==> config.mk <==
export PLATFORM = sky130hd
export DESIGN_NAME = uri_percent_decoder_core_flat
export DESIGN_NICKNAME = d
export VERILOG_FILES = /design/src/sv/uri_pd_pkg.sv /design/src/sv/uri_pd_if.sv /design/src/sv/uri_percent_decoder_core.sv /design/src/sv/uri_pd_decode.sv /design/src/flat_wrapper.sv
export SDC_FILE = /design/constraint.sdc
export NUM_CORES = 1
export LEC_CHECK = 0
export BUFFER_PORTS_ARGS = -buffer_cell sky130_fd_sc_hd__buf_2
export CORE_ASPECT_RATIO = 0.8
export CORE_UTILIZATION = 58
export DETAILED_ROUTE_END_ITERATION = 10
export GPL_ROUTABILITY_DRIVEN = 0
export GPL_TIMING_DRIVEN = 0
export PLACE_DENSITY = 0.79
export SYNTH_ARGS = -nofsm -noshare
export SYNTH_HDL_FRONTEND = slang
export SYNTH_SLANG_ARGS = --single-unit
==> constraint.sdc <==
create_clock -name clk -period 4.7 [get_ports clk]
set_clock_uncertainty 0.15 [all_clocks]
set_input_delay 0.94 -clock clk [delete_from_list [all_inputs] [get_ports clk]]
set_output_delay 0.94 -clock clk [all_outputs]
set_load 0.01 [all_outputs]
==> src/sv/uri_pd_pkg.sv <==
// Package with the shared types and character codes of the URI percent decoder.
`timescale 1ns / 1ps

package uri_pd_pkg;

    localparam logic [7:0] CH_PERCENT = 8'h25;
    localparam logic [7:0] CH_MINUS   = 8'h2D;
    localparam logic [7:0] CH_UNDER   = 8'h5F;
    localparam logic [7:0] CH_DOT     = 8'h2E;
    localparam logic [7:0] CH_TILDE   = 8'h7E;
    localparam logic [7:0] CH_STAR    = 8'h2A;
    localparam logic [7:0] CH_SLASH   = 8'h2F;
    localparam logic [7:0] CH_PLUS    = 8'h2B;
    localparam logic [7:0] CH_UPPER_A = 8'h41;
    localparam logic [7:0] CH_UPPER_F = 8'h46;
    localparam logic [7:0] CH_UPPER_Z = 8'h5A;
    localparam logic [7:0] CH_LOWER_A = 8'h61;
    localparam logic [7:0] CH_LOWER_F = 8'h66;
    localparam logic [7:0] CH_LOWER_Z = 8'h7A;
    localparam logic [7:0] CH_ZERO    = 8'h30;
    localparam logic [7:0] CH_NINE    = 8'h39;

    typedef enum logic [1:0] {
        PH_PLAIN = 2'd0,
        PH_HIGH  = 2'd1,
        PH_LOW   = 2'd2
    } phase_t;

    typedef struct packed {
        phase_t     phase;
        logic [3:0] high_nibble;
        logic       error_seen;
    } dec_state_t;

    localparam dec_state_t DEC_STATE_RESET = '{phase: PH_PLAIN, high_nibble: 4'd0,
                                               error_seen: 1'b0};

    typedef struct packed {
        logic       emit;
        logic [7:0] out_char;
        logic       has_char;
        logic       end_of_string;
        logic       bad_string;
    } dec_result_t;

endpackage

==> src/sv/uri_pd_if.sv <==
// Handshake interfaces for the encoded input stream and the decoded result stream.
`timescale 1ns / 1ps

interface uri_pd_in_if;
    logic       valid;
    logic       ready;
    logic [7:0] in_char;
    logic       is_last;

    modport source (output valid, output in_char, output is_last, input ready);
    modport sink   (input valid, input in_char, input is_last, output ready);
endinterface

interface uri_pd_out_if;
    logic       valid;
    logic       ready;
    logic [7:0] out_char;
    logic       has_char;
    logic       end_of_string;
    logic       bad_string;

    modport source (output valid, output out_char, output has_char,
                    output end_of_string, output bad_string, input ready);
    modport sink   (input valid, input out_char, input has_char,
                    input end_of_string, input bad_string, output ready);
endinterface

==> src/sv/uri_percent_decoder_core.sv <==
// Top level of the URI percent decoder: input register, decode and result register.
`timescale 1ns / 1ps

// Usage
// din carries one byte of an encoded URI string per item, with is_last set on
// the final byte. dout carries the decoded bytes. An item on din yields one
// result if it completes a character or closes the string, and none otherwise
// (the percent sign and first hex digit of an escape, or any byte after an error).
// The result that closes a string has end_of_string set, and bad_string tells
// the consumer to throw away everything it received for that string.
// An item accepted on din waits in the input register, and its result is
// captured in the result register as the item leaves it, which an item with a
// result cannot do while dout is stalled; valid on dout rises with that capture.
// Throughput is one item per cycle unless dout stalls; the only loop is the
// escape state, updated by one short decode step as each item leaves the input register.
// When dout is stalled the result register holds, the input register fills, and
// din.ready falls only once both are occupied. Items that give no result still
// drain from the input register while dout is stalled.
// Reset empties both registers and returns the escape state to plain characters
// with no error recorded.
module uri_percent_decoder_core (
    input  logic         clk,
    input  logic         rst_n,
    uri_pd_in_if.sink    din,
    uri_pd_out_if.source dout
);

    logic                    s1_valid_reg;
    logic [7:0]              s1_char_reg;
    logic                    s1_last_reg;
    uri_pd_pkg::dec_state_t  state_reg;
    uri_pd_pkg::dec_state_t  state_next;
    uri_pd_pkg::dec_result_t dec_res;
    uri_pd_pkg::dec_result_t res_reg;
    logic                    out_valid_reg;
    logic                    out_free;
    logic                    s1_advance;
    logic                    in_fire;

    uri_pd_decode u_decode (
        .in_char    (s1_char_reg),
        .is_last    (s1_last_reg),
        .state      (state_reg),
        .state_next (state_next),
        .result     (dec_res)
    );

    assign out_free   = !out_valid_reg || dout.ready;
    assign s1_advance = s1_valid_reg && (!dec_res.emit || out_free);
    assign din.ready  = !s1_valid_reg || s1_advance;
    assign in_fire    = din.valid && din.ready;

    always_ff @(posedge clk or negedge rst_n)
    begin
        if (!rst_n)
        begin
            s1_valid_reg  <= 1'b0;
            out_valid_reg <= 1'b0;
            state_reg     <= uri_pd_pkg::DEC_STATE_RESET;
        end
        else
        begin
            if (din.ready)
            begin
                s1_valid_reg <= din.valid;
            end
            if (s1_advance)
            begin
                state_reg <= state_next;
            end
            if (s1_advance && dec_res.emit)
            begin
                out_valid_reg <= 1'b1;
            end
            else if (dout.ready)
            begin
                out_valid_reg <= 1'b0;
            end
        end
    end

    always_ff @(posedge clk)
    begin
        if (in_fire)
        begin
            s1_char_reg <= din.in_char;
            s1_last_reg <= din.is_last;
        end
        if (s1_advance && dec_res.emit)
        begin
            res_reg <= dec_res;
        end
    end

    assign dout.valid         = out_valid_reg;
    assign dout.out_char      = res_reg.out_char;
    assign dout.has_char      = res_reg.has_char;
    assign dout.end_of_string = res_reg.end_of_string;
    assign dout.bad_string    = res_reg.bad_string;

    // The escape state starts afresh after every string.
    a_state_clears_after_last: assert property (
        @(posedge clk) disable iff (!rst_n)
        (s1_advance && s1_last_reg) |=>
            (state_reg.phase == uri_pd_pkg::PH_PLAIN) && !state_reg.error_seen)
        else $error("escape state not cleared after the last byte of a string");

    // The input side only stalls when both registers are full and the output is blocked.
    a_stall_reason: assert property (
        @(posedge clk) disable iff (!rst_n)
        !din.ready |-> (s1_valid_reg && out_valid_reg && !dout.ready))
        else $error("input stalled without a full pipeline");

    // A decoded result always reaches the result register.
    a_result_lands: assert property (
        @(posedge clk) disable iff (!rst_n)
        (s1_advance && dec_res.emit) |=> out_valid_reg)
        else $error("decoded result lost on its way to the output");

endmodule

==> src/sv/uri_pd_decode.sv <==
// Combinational decode of one byte against the current escape state.
`timescale 1ns / 1ps

module uri_pd_decode (
    input  logic [7:0]              in_char,
    input  logic                    is_last,
    input  uri_pd_pkg::dec_state_t  state,
    output uri_pd_pkg::dec_state_t  state_next,
    output uri_pd_pkg::dec_result_t result
);

    logic             is_digit;
    logic             is_upper;
    logic             is_lower;
    logic             hex_ok;
    logic [3:0]       hex_val;
    logic             pass_ok;
    logic             have;
    logic [7:0]       byte_val;
    uri_pd_pkg::dec_state_t st;

    assign is_digit = (in_char >= uri_pd_pkg::CH_ZERO) && (in_char <= uri_pd_pkg::CH_NINE);
    assign is_upper = (in_char >= uri_pd_pkg::CH_UPPER_A) && (in_char <= uri_pd_pkg::CH_UPPER_Z);
    assign is_lower = (in_char >= uri_pd_pkg::CH_LOWER_A) && (in_char <= uri_pd_pkg::CH_LOWER_Z);

    always_comb
    begin
        hex_ok  = 1'b1;
        hex_val = 4'd0;
        if (is_digit)
        begin
            hex_val = in_char[3:0];
        end
        else if ((in_char >= uri_pd_pkg::CH_UPPER_A) && (in_char <= uri_pd_pkg::CH_UPPER_F))
        begin
            hex_val = 4'(in_char - uri_pd_pkg::CH_UPPER_A + 8'd10);
        end
        else if ((in_char >= uri_pd_pkg::CH_LOWER_A) && (in_char <= uri_pd_pkg::CH_LOWER_F))
        begin
            hex_val = 4'(in_char - uri_pd_pkg::CH_LOWER_A + 8'd10);
        end
        else
        begin
            hex_ok = 1'b0;
        end
    end

    assign pass_ok = is_digit || is_upper || is_lower ||
                     (in_char == uri_pd_pkg::CH_MINUS) || (in_char == uri_pd_pkg::CH_UNDER) ||
                     (in_char == uri_pd_pkg::CH_DOT)   || (in_char == uri_pd_pkg::CH_TILDE) ||
                     (in_char == uri_pd_pkg::CH_STAR)  || (in_char == uri_pd_pkg::CH_SLASH) ||
                     (in_char == uri_pd_pkg::CH_PLUS);

    always_comb
    begin
        st       = state;
        have     = 1'b0;
        byte_val = 8'd0;
        if (!state.error_seen)
        begin
            case (state.phase)
                uri_pd_pkg::PH_HIGH:
                begin
                    if (!hex_ok)
                    begin
                        st.error_seen = 1'b1;
                    end
                    else
                    begin
                        st.high_nibble = hex_val;
                        st.phase       = uri_pd_pkg::PH_LOW;
                    end
                end
                uri_pd_pkg::PH_LOW:
                begin
                    if (!hex_ok)
                    begin
                        st.error_seen = 1'b1;
                    end
                    else
                    begin
                        byte_val = {state.high_nibble, hex_val};
                        have     = 1'b1;
                        st.phase = uri_pd_pkg::PH_PLAIN;
                    end
                end
                default:
                begin
                    st.phase = uri_pd_pkg::PH_PLAIN;
                    if (in_char == uri_pd_pkg::CH_PERCENT)
                    begin
                        st.phase = uri_pd_pkg::PH_HIGH;
                    end
                    else if (pass_ok)
                    begin
                        byte_val = in_char;
                        have     = 1'b1;
                    end
                    else
                    begin
                        st.error_seen = 1'b1;
                    end
                end
            endcase
        end

        // A string that ends part way through an escape is invalid.
        if (is_last && (st.phase != uri_pd_pkg::PH_PLAIN))
        begin
            st.error_seen = 1'b1;
        end
        if (st.error_seen)
        begin
            have = 1'b0;
        end

        result.emit          = have || is_last;
        result.out_char      = have ? byte_val : 8'd0;
        result.has_char      = have;
        result.end_of_string = is_last;
        result.bad_string    = is_last && st.error_seen;

        state_next = is_last ? uri_pd_pkg::DEC_STATE_RESET : st;
    end

endmodule

==> src/flat_wrapper.sv <==
// flat-port wrapper written by rule: the top's interface ports become plain ports
module uri_percent_decoder_core_flat 
  (clk, rst_n, din_valid, din_in_char, din_is_last, din_ready, dout_valid, dout_out_char, dout_has_char, dout_end_of_string, dout_bad_string, dout_ready);
  uri_pd_in_if din_i ();
  uri_pd_out_if dout_i ();
  input  logic clk;
  input  logic rst_n;
  input wire logic [$bits(din_i.valid)-1:0] din_valid;
  input wire logic [$bits(din_i.in_char)-1:0] din_in_char;
  input wire logic [$bits(din_i.is_last)-1:0] din_is_last;
  output wire logic [$bits(din_i.ready)-1:0] din_ready;
  output wire logic [$bits(dout_i.valid)-1:0] dout_valid;
  output wire logic [$bits(dout_i.out_char)-1:0] dout_out_char;
  output wire logic [$bits(dout_i.has_char)-1:0] dout_has_char;
  output wire logic [$bits(dout_i.end_of_string)-1:0] dout_end_of_string;
  output wire logic [$bits(dout_i.bad_string)-1:0] dout_bad_string;
  input wire logic [$bits(dout_i.ready)-1:0] dout_ready;
  assign din_i.valid = din_valid;
  assign din_i.in_char = din_in_char;
  assign din_i.is_last = din_is_last;
  assign din_ready = din_i.ready;
  assign dout_valid = dout_i.valid;
  assign dout_out_char = dout_i.out_char;
  assign dout_has_char = dout_i.has_char;
  assign dout_end_of_string = dout_i.end_of_string;
  assign dout_bad_string = dout_i.bad_string;
  assign dout_i.ready = dout_ready;
  uri_percent_decoder_core u_core (.clk(clk), .rst_n(rst_n), .din(din_i), .dout(dout_i));
endmodule
======== Word level (Yosys, flattened, before mapping) ========
Index checks and enable logic that the tools add are counted.
word-level totals
  register bits ........................... 29
  output and inout port bits .............. 13
cells by class
  $add $sub $neg .......................... 4
  $lt $le $gt $ge ......................... 8
  equality and inequality tests ........... 11
  muxes and demuxes ....................... 30
  bitwise logic cells ..................... 1
  reduce and logical (&&, ||, !) cells .... 33
operators by type and width
  kind                                                                                  number
  8-bit by 6-bit == test with 1-bit output (second input constant)                      6
  8-bit by 7-bit <= comparator with 1-bit output (second input constant)                4
  8-bit 2-to-1 mux                                                                      3
  8-bit by 7-bit == test with 1-bit output (second input constant)                      2
  8-bit by 7-bit greater-or-equal comparator with 1-bit output (second input constant)  2
  1-bit 2-to-1 mux                                                                      16
  4-bit 2-to-1 mux                                                                      4
  8-bit one-hot mux with 2 select lines                                                 1
  7-bit 2-to-1 mux                                                                      2
  1-bit logical OR                                                                      13
  1-bit logical AND                                                                     10
  4-bit adder (second input constant)                                                   2
  8-bit by 6-bit greater-or-equal comparator with 1-bit output (second input constant)  1
  8-bit by 6-bit <= comparator with 1-bit output (second input constant)                1
  2-bit nonzero test                                                                    4
  4-bit by 1-bit subtractor with 4-bit output (second input constant)                   2
  6-bit 2-to-1 mux                                                                      1
  2-bit one-hot mux with 2 select lines                                                 1
  4-bit AND reduction                                                                   1
  2-bit OR reduction                                                                    2
  1-bit logical NOT                                                                     3
  2-bit by 1-bit == test with 1-bit output (second input constant)                      1
  2-bit == test (second input constant)                                                 1
  2-bit 2-to-1 mux                                                                      1
  other kinds (3)                                                                       3

======== Logic depth before layout (Yosys ltp) ========
  word-level depth ........................ 25
  depth in mapped cells ................... 9

======== By module ========
Synthesis repeated with hierarchy kept, for this count alone.
second synthesis, totals
  cells, all modules ...................... 180
  area, all modules ....................... 1,884.3 sq um
by module, submodules not included
  module                    times used  cells each  area each (sq um)
  uri_percent_decoder_core  1           71          1,133.6
  uri_pd_decode             1           109         750.7

======== Worst setup path before layout ========
OpenSTA, ideal clock, no wires.
  path type ............................... reg2out
  start ................................... register u_core.s1_char_reg[0]
  end ..................................... output port din_ready
  data arrival time ....................... 2.074 ns
  data required time ...................... 3.610 ns
  slack ................................... 1.536 ns
  stages on the path, launching flop included .. 10
  buffers on the path ..................... 1
  cells stage by stage .................... edfxtp_1 inv_1 ha_1 or3b_1 and3_1 clkbuf_2 o21ai_2 a21boi_2 a21oi_4 or2_1
between the ends
  longest elaborated chain between the ends .. 22
  elaborated cells on any way between the ends .. 56
  classes of those cells .................. order compare: 8; eq/ne: 8; mux: 19; reduce/logical: 21
RTL lines
  what                                                                                        RTL line                                  text
  start, declared                                                                             uri_percent_decoder_core.sv:29            logic [7:0] s1_char_reg;
  start signal, assigned                                                                      uri_percent_decoder_core.sv:86            s1_char_reg <= din.in_char;
  8-bit by 6-bit greater-or-equal comparator with 1-bit output, or another cell as far along  uri_pd_decode.sv:22                       assign is_digit = (in_char >= uri_pd_pkg::CH_ZERO) && (in_char <= uri_pd_pkg::CH_NINE);
  1-bit logical AND, on equally long branches                                                 uri_pd_decode.sv:22, uri_pd_decode.sv:23
  1-bit logical OR (3 in a row)                                                               uri_pd_decode.sv:48                       assign pass_ok = is_digit || is_upper || is_lower ||
  1-bit logical OR (2 in a row)                                                               uri_pd_decode.sv:49                       (in_char == uri_pd_pkg::CH_MINUS) || (in_char == uri_pd_pkg::CH_UNDER) ||
  1-bit logical OR (2 in a row)                                                               uri_pd_decode.sv:50                       (in_char == uri_pd_pkg::CH_DOT) || (in_char == uri_pd_pkg::CH_TILDE) ||
  1-bit logical OR (2 in a row)                                                               uri_pd_decode.sv:51                       (in_char == uri_pd_pkg::CH_STAR) || (in_char == uri_pd_pkg::CH_SLASH) ||
  1-bit 2-to-1 mux                                                                            uri_pd_decode.sv:94                       else if (pass_ok)
  1-bit 2-to-1 mux                                                                            uri_pd_decode.sv:90                       if (in_char == uri_pd_pkg::CH_PERCENT)
  1-bit 2-to-1 mux                                                                            n/a
  7-bit 2-to-1 mux                                                                            uri_pd_decode.sv:59                       if (!state.error_seen)
  1-bit 2-to-1 mux                                                                            uri_pd_decode.sv:108                      if (is_last && (st.phase != uri_pd_pkg::PH_PLAIN))
  1-bit 2-to-1 mux (*)                                                                        uri_pd_decode.sv:112                      if (st.error_seen)
  1-bit logical OR (*)                                                                        uri_pd_decode.sv:117                      result.emit = have || is_last;
  1-bit logical NOT (*)                                                                       uri_percent_decoder_core.sv:49            assign s1_advance = s1_valid_reg && (!dec_res.emit || out_free);
  1-bit logical OR (*)                                                                        uri_percent_decoder_core.sv:49
  1-bit logical AND (*)                                                                       uri_percent_decoder_core.sv:49
  1-bit logical OR (*)                                                                        uri_percent_decoder_core.sv:50            assign din.ready = !s1_valid_reg || s1_advance;
  end, declared                                                                               flat_wrapper.sv:11                        output wire logic [$bits(din_i.ready)-1:0] din_ready;
Every way passes the cells marked *; elsewhere a longest branch is shown, timed or not. The select of a mux whose other input is x is not followed.

======== Worst setup path after layout ========
Ends and elaborated chain as after synthesis.

==> flow_metrics.py <==
metrics = {
    "power": {
        "power_density_mw_per_mm2": 291,
        "irDropWorstVdd_uv": 237,
        "p_leak_uw": 0.000798,
    },
    "synth": {
        "synth-seq-area-share": 0.459,
        "syn_inst": 162,
        "syn_nets": 182,
        "synth_area_per_cell_um2": 11.1,
        "synth-edff-count": 20,
        "yosys.area.top_type": "edfxtp_1",
        "synth_compound_area_frac": 0.258,
        "async_reset_ff_frac": 0.310,
        "synthAdderAreaFrac": 0.0487,
        "synth_warnings": 0,
        "synth_top_area_frac": 0.334,
        "ys_ff_latch": 29,
        "synth_top_family_by_area": "compound AO/OA/AOI/OAI gates",
        "synth_top_flop_cell": "edfxtp_1",
        "syn-cell-area_mm2": 0.00180,
        "synthXorXnorAreaFrac": 0,
        "muxShareOfSynthArea": 0.00556,
        "synthTopCellsByArea": "edfxtp_1, dfrtp_1, ha_1",
        "ys_types": 57,
        "synth-simple-area-share": 0.182,
    },
    "grt": {
        "gr-usage-all-layers": 0.240,
        "gr-total-overflow": 0,
        "grt_pass1_wl_um": 5750,
        "grt_max_degree": 12,
        "first_global_vias": 1312,
        "antenna_found_initial": 0,
    },
    "flow_run": {
        "maxCapViolCount": 0,
    },
    "die": {
        "die_y_um": 51.8,
        "chipWidth_um": 64.3,
        "num_rows": 17,
        "coreArea_mm2": 0.00285,
        "io_pins": 26,
        "dieArea_mm2": 0.00333,
        "start_util": 0.631,
    },
    "clock_tree": {
        "cts_root_buf": "clkbuf_8",
        "hold_buffers": 0,
        "cts_made_buffers": 5,
        "clock-sinks": 29,
        "cts_tree": "yes",
        "clkLatencyLatePin_ns": 0.28,
        "ctsResizeCount": 0,
        "cts_max_level": 2,
        "clkTransAtPathRegs_ns": 0.06,
        "cts_buffer_depth": 2,
        "post_cts_buffers": 0,
    },
    "timing": {
        "slew_headroom": 0.408,
        "drv_slew": 0,
        "hold_viol_final": 0,
        "finalCritPeriodShare": 0.810,
        "tightest_slew_ns": 0.885,
        "timing.setup.tns_ns": 0,
        "setup_viol": 0,
        "fmax_mhz": 263,
        "grt_setup_unrepaired": "no",
        "period_needed_ns": 3.80,
    },
    "routing": {
        "wl_um": 3470,
        "num_vias": 1412,
        "drt_iter0_drc": 87,
        "wl_per_cell_um": 14.9,
        "drtAntennaViolNets": 0,
        "drt_pass1_iterations": 4,
        "detail_route.vias_per_cell": 6.06,
        "drc": 0,
    },
    "setup_path": {
        "r2r_end": "u_core.dout.out_char[2]",
        "crit_family": "simple AND/OR/NAND/NOR gates",
        "path_max_fanout": 8,
        "cp-end-kind": "primary output",
        "reg2reg_depth": 8,
        "cp_data_arrival_time_ns": 2.71,
        "crit_chain": "inv_1, ha_1, or3b_1, and3_1, clkbuf_2, o21ai_2, a21boi_2, a21oi_4, or2_1, buf_2",
        "rrSetupSlack_ns": 1.42,
        "cp-start-kind": "flop",
        "regToRegStartpoint": "u_core.s1_char_reg[0]",
        "slowest_stage": "edfxtp_1",
        "crit_buf_inv": 3,
        "critical_path_class": "reg2out",
        "worst_ep_required_time_ns": 3.61,
        "cp_num_cells": 10,
        "max_stage_delay_ns": 0.51,
    },
    "place": {
        "hpwl_um": 2690,
        "io_buffers": 25,
    },
    "final_layout": {
        "nets": 214,
        "drive_gt1_frac": 0.318,
        "diodes": 0,
        "layout_commonest_cell": "buf_2",
        "fin_util": 0.721,
        "synthToLayoutAreaGrowth_pct": 14.2,
        "final_cell_mix": "buf_2, edfxtp_1, nand2_1, nor2_1, dfrtp_1",
    },
    "min_path": {
        "worstHoldPathType": "in2async",
    },
    "status": {
        "status": "completed",
    },
}
## stage by stage
stage	total power, µW	hold WS (ns)	cells	setup WS [ns]	instance area (µm²)
2_1_floorplan	381	0.347	162	1.54	1800
3_3_place_gp	406	0.370	225	1.27	1970
3_5_place_dp	411	0.378	225	1.22	1970
4_1_cts	601	0.351	233	0.894	2050
5_1_grt	624	0.356	233	0.752	2050
6_report	598	0.349	233	0.895	2050
## where the power goes
part	internal [µW]	switching, µW	leakage (µW)	total, µW
Sequential	292	12.5	0.000316	305
Clock	102	88.3	0.0000450	190
Combinational	41.4	61.1	0.000437	102
Total	436	162	0.000798	598
## layer usage
| metal | share of wire | vias to the layer above | GRT usage |
|---|---|---|---|
| met2 | 0.46 | 68 | 0.388 |
| li1 | - | 681 | - |
| met3 | 0.080 | 11 | 0.0636 |
| met5 | 0 | - | 0 |
| met4 | 0.025 | 0 | 0.137 |
| met1 | 0.43 | 652 | 0.295 |
## Yosys cell counts (all sizes together) (2+ instances only)
cell type and instances:
and2 2, nor3 5, clkbuf 2, o22ai 6, nand2b 2, a22oi 4
o21bai 2, edfxtp 20, or3 2, a21o 3, inv 8, dfrtp 9
a211oi 4, a21boi 4, nand4 4, ha 7, a31oi 4, a21oi 8
buf 4, o21ai 9, nand3 3, o21a 4, nand2 13, nor2 12
or2 2
## kinds of logic after synthesis
family          Yosys count
compound gates           57
simple gates             54
flops                    29
buf+inv                  14
fa+ha+maj                 7
mux                       1
## final cells by class
type	instances	area, µm²
Buffer	6	55.1
Clock buffer	6	72.6
Clock inverter	2	10.0
Fill cell	210	796
Inverter	8	30.0
Multi-Input combinational cell	119	888
Sequential cell	29	826
Tap cell	38	47.5
Timing Repair Buffer	25	125
## how the worst max path moves through the flow
stage                                     start        end  slack [ns]
after floorplan           u_core.s1_char_reg[0]  din_ready        1.54
after global placement    u_core.s1_char_reg[0]  din_ready        1.27
after detailed placement  u_core.s1_char_reg[0]  din_ready        1.22
after CTS                 u_core.s1_char_reg[0]  din_ready        0.89
after global routing      u_core.s1_char_reg[0]  din_ready        0.75
final                     u_core.s1_char_reg[0]  din_ready        0.90
(Power assumes the default switching activity.)
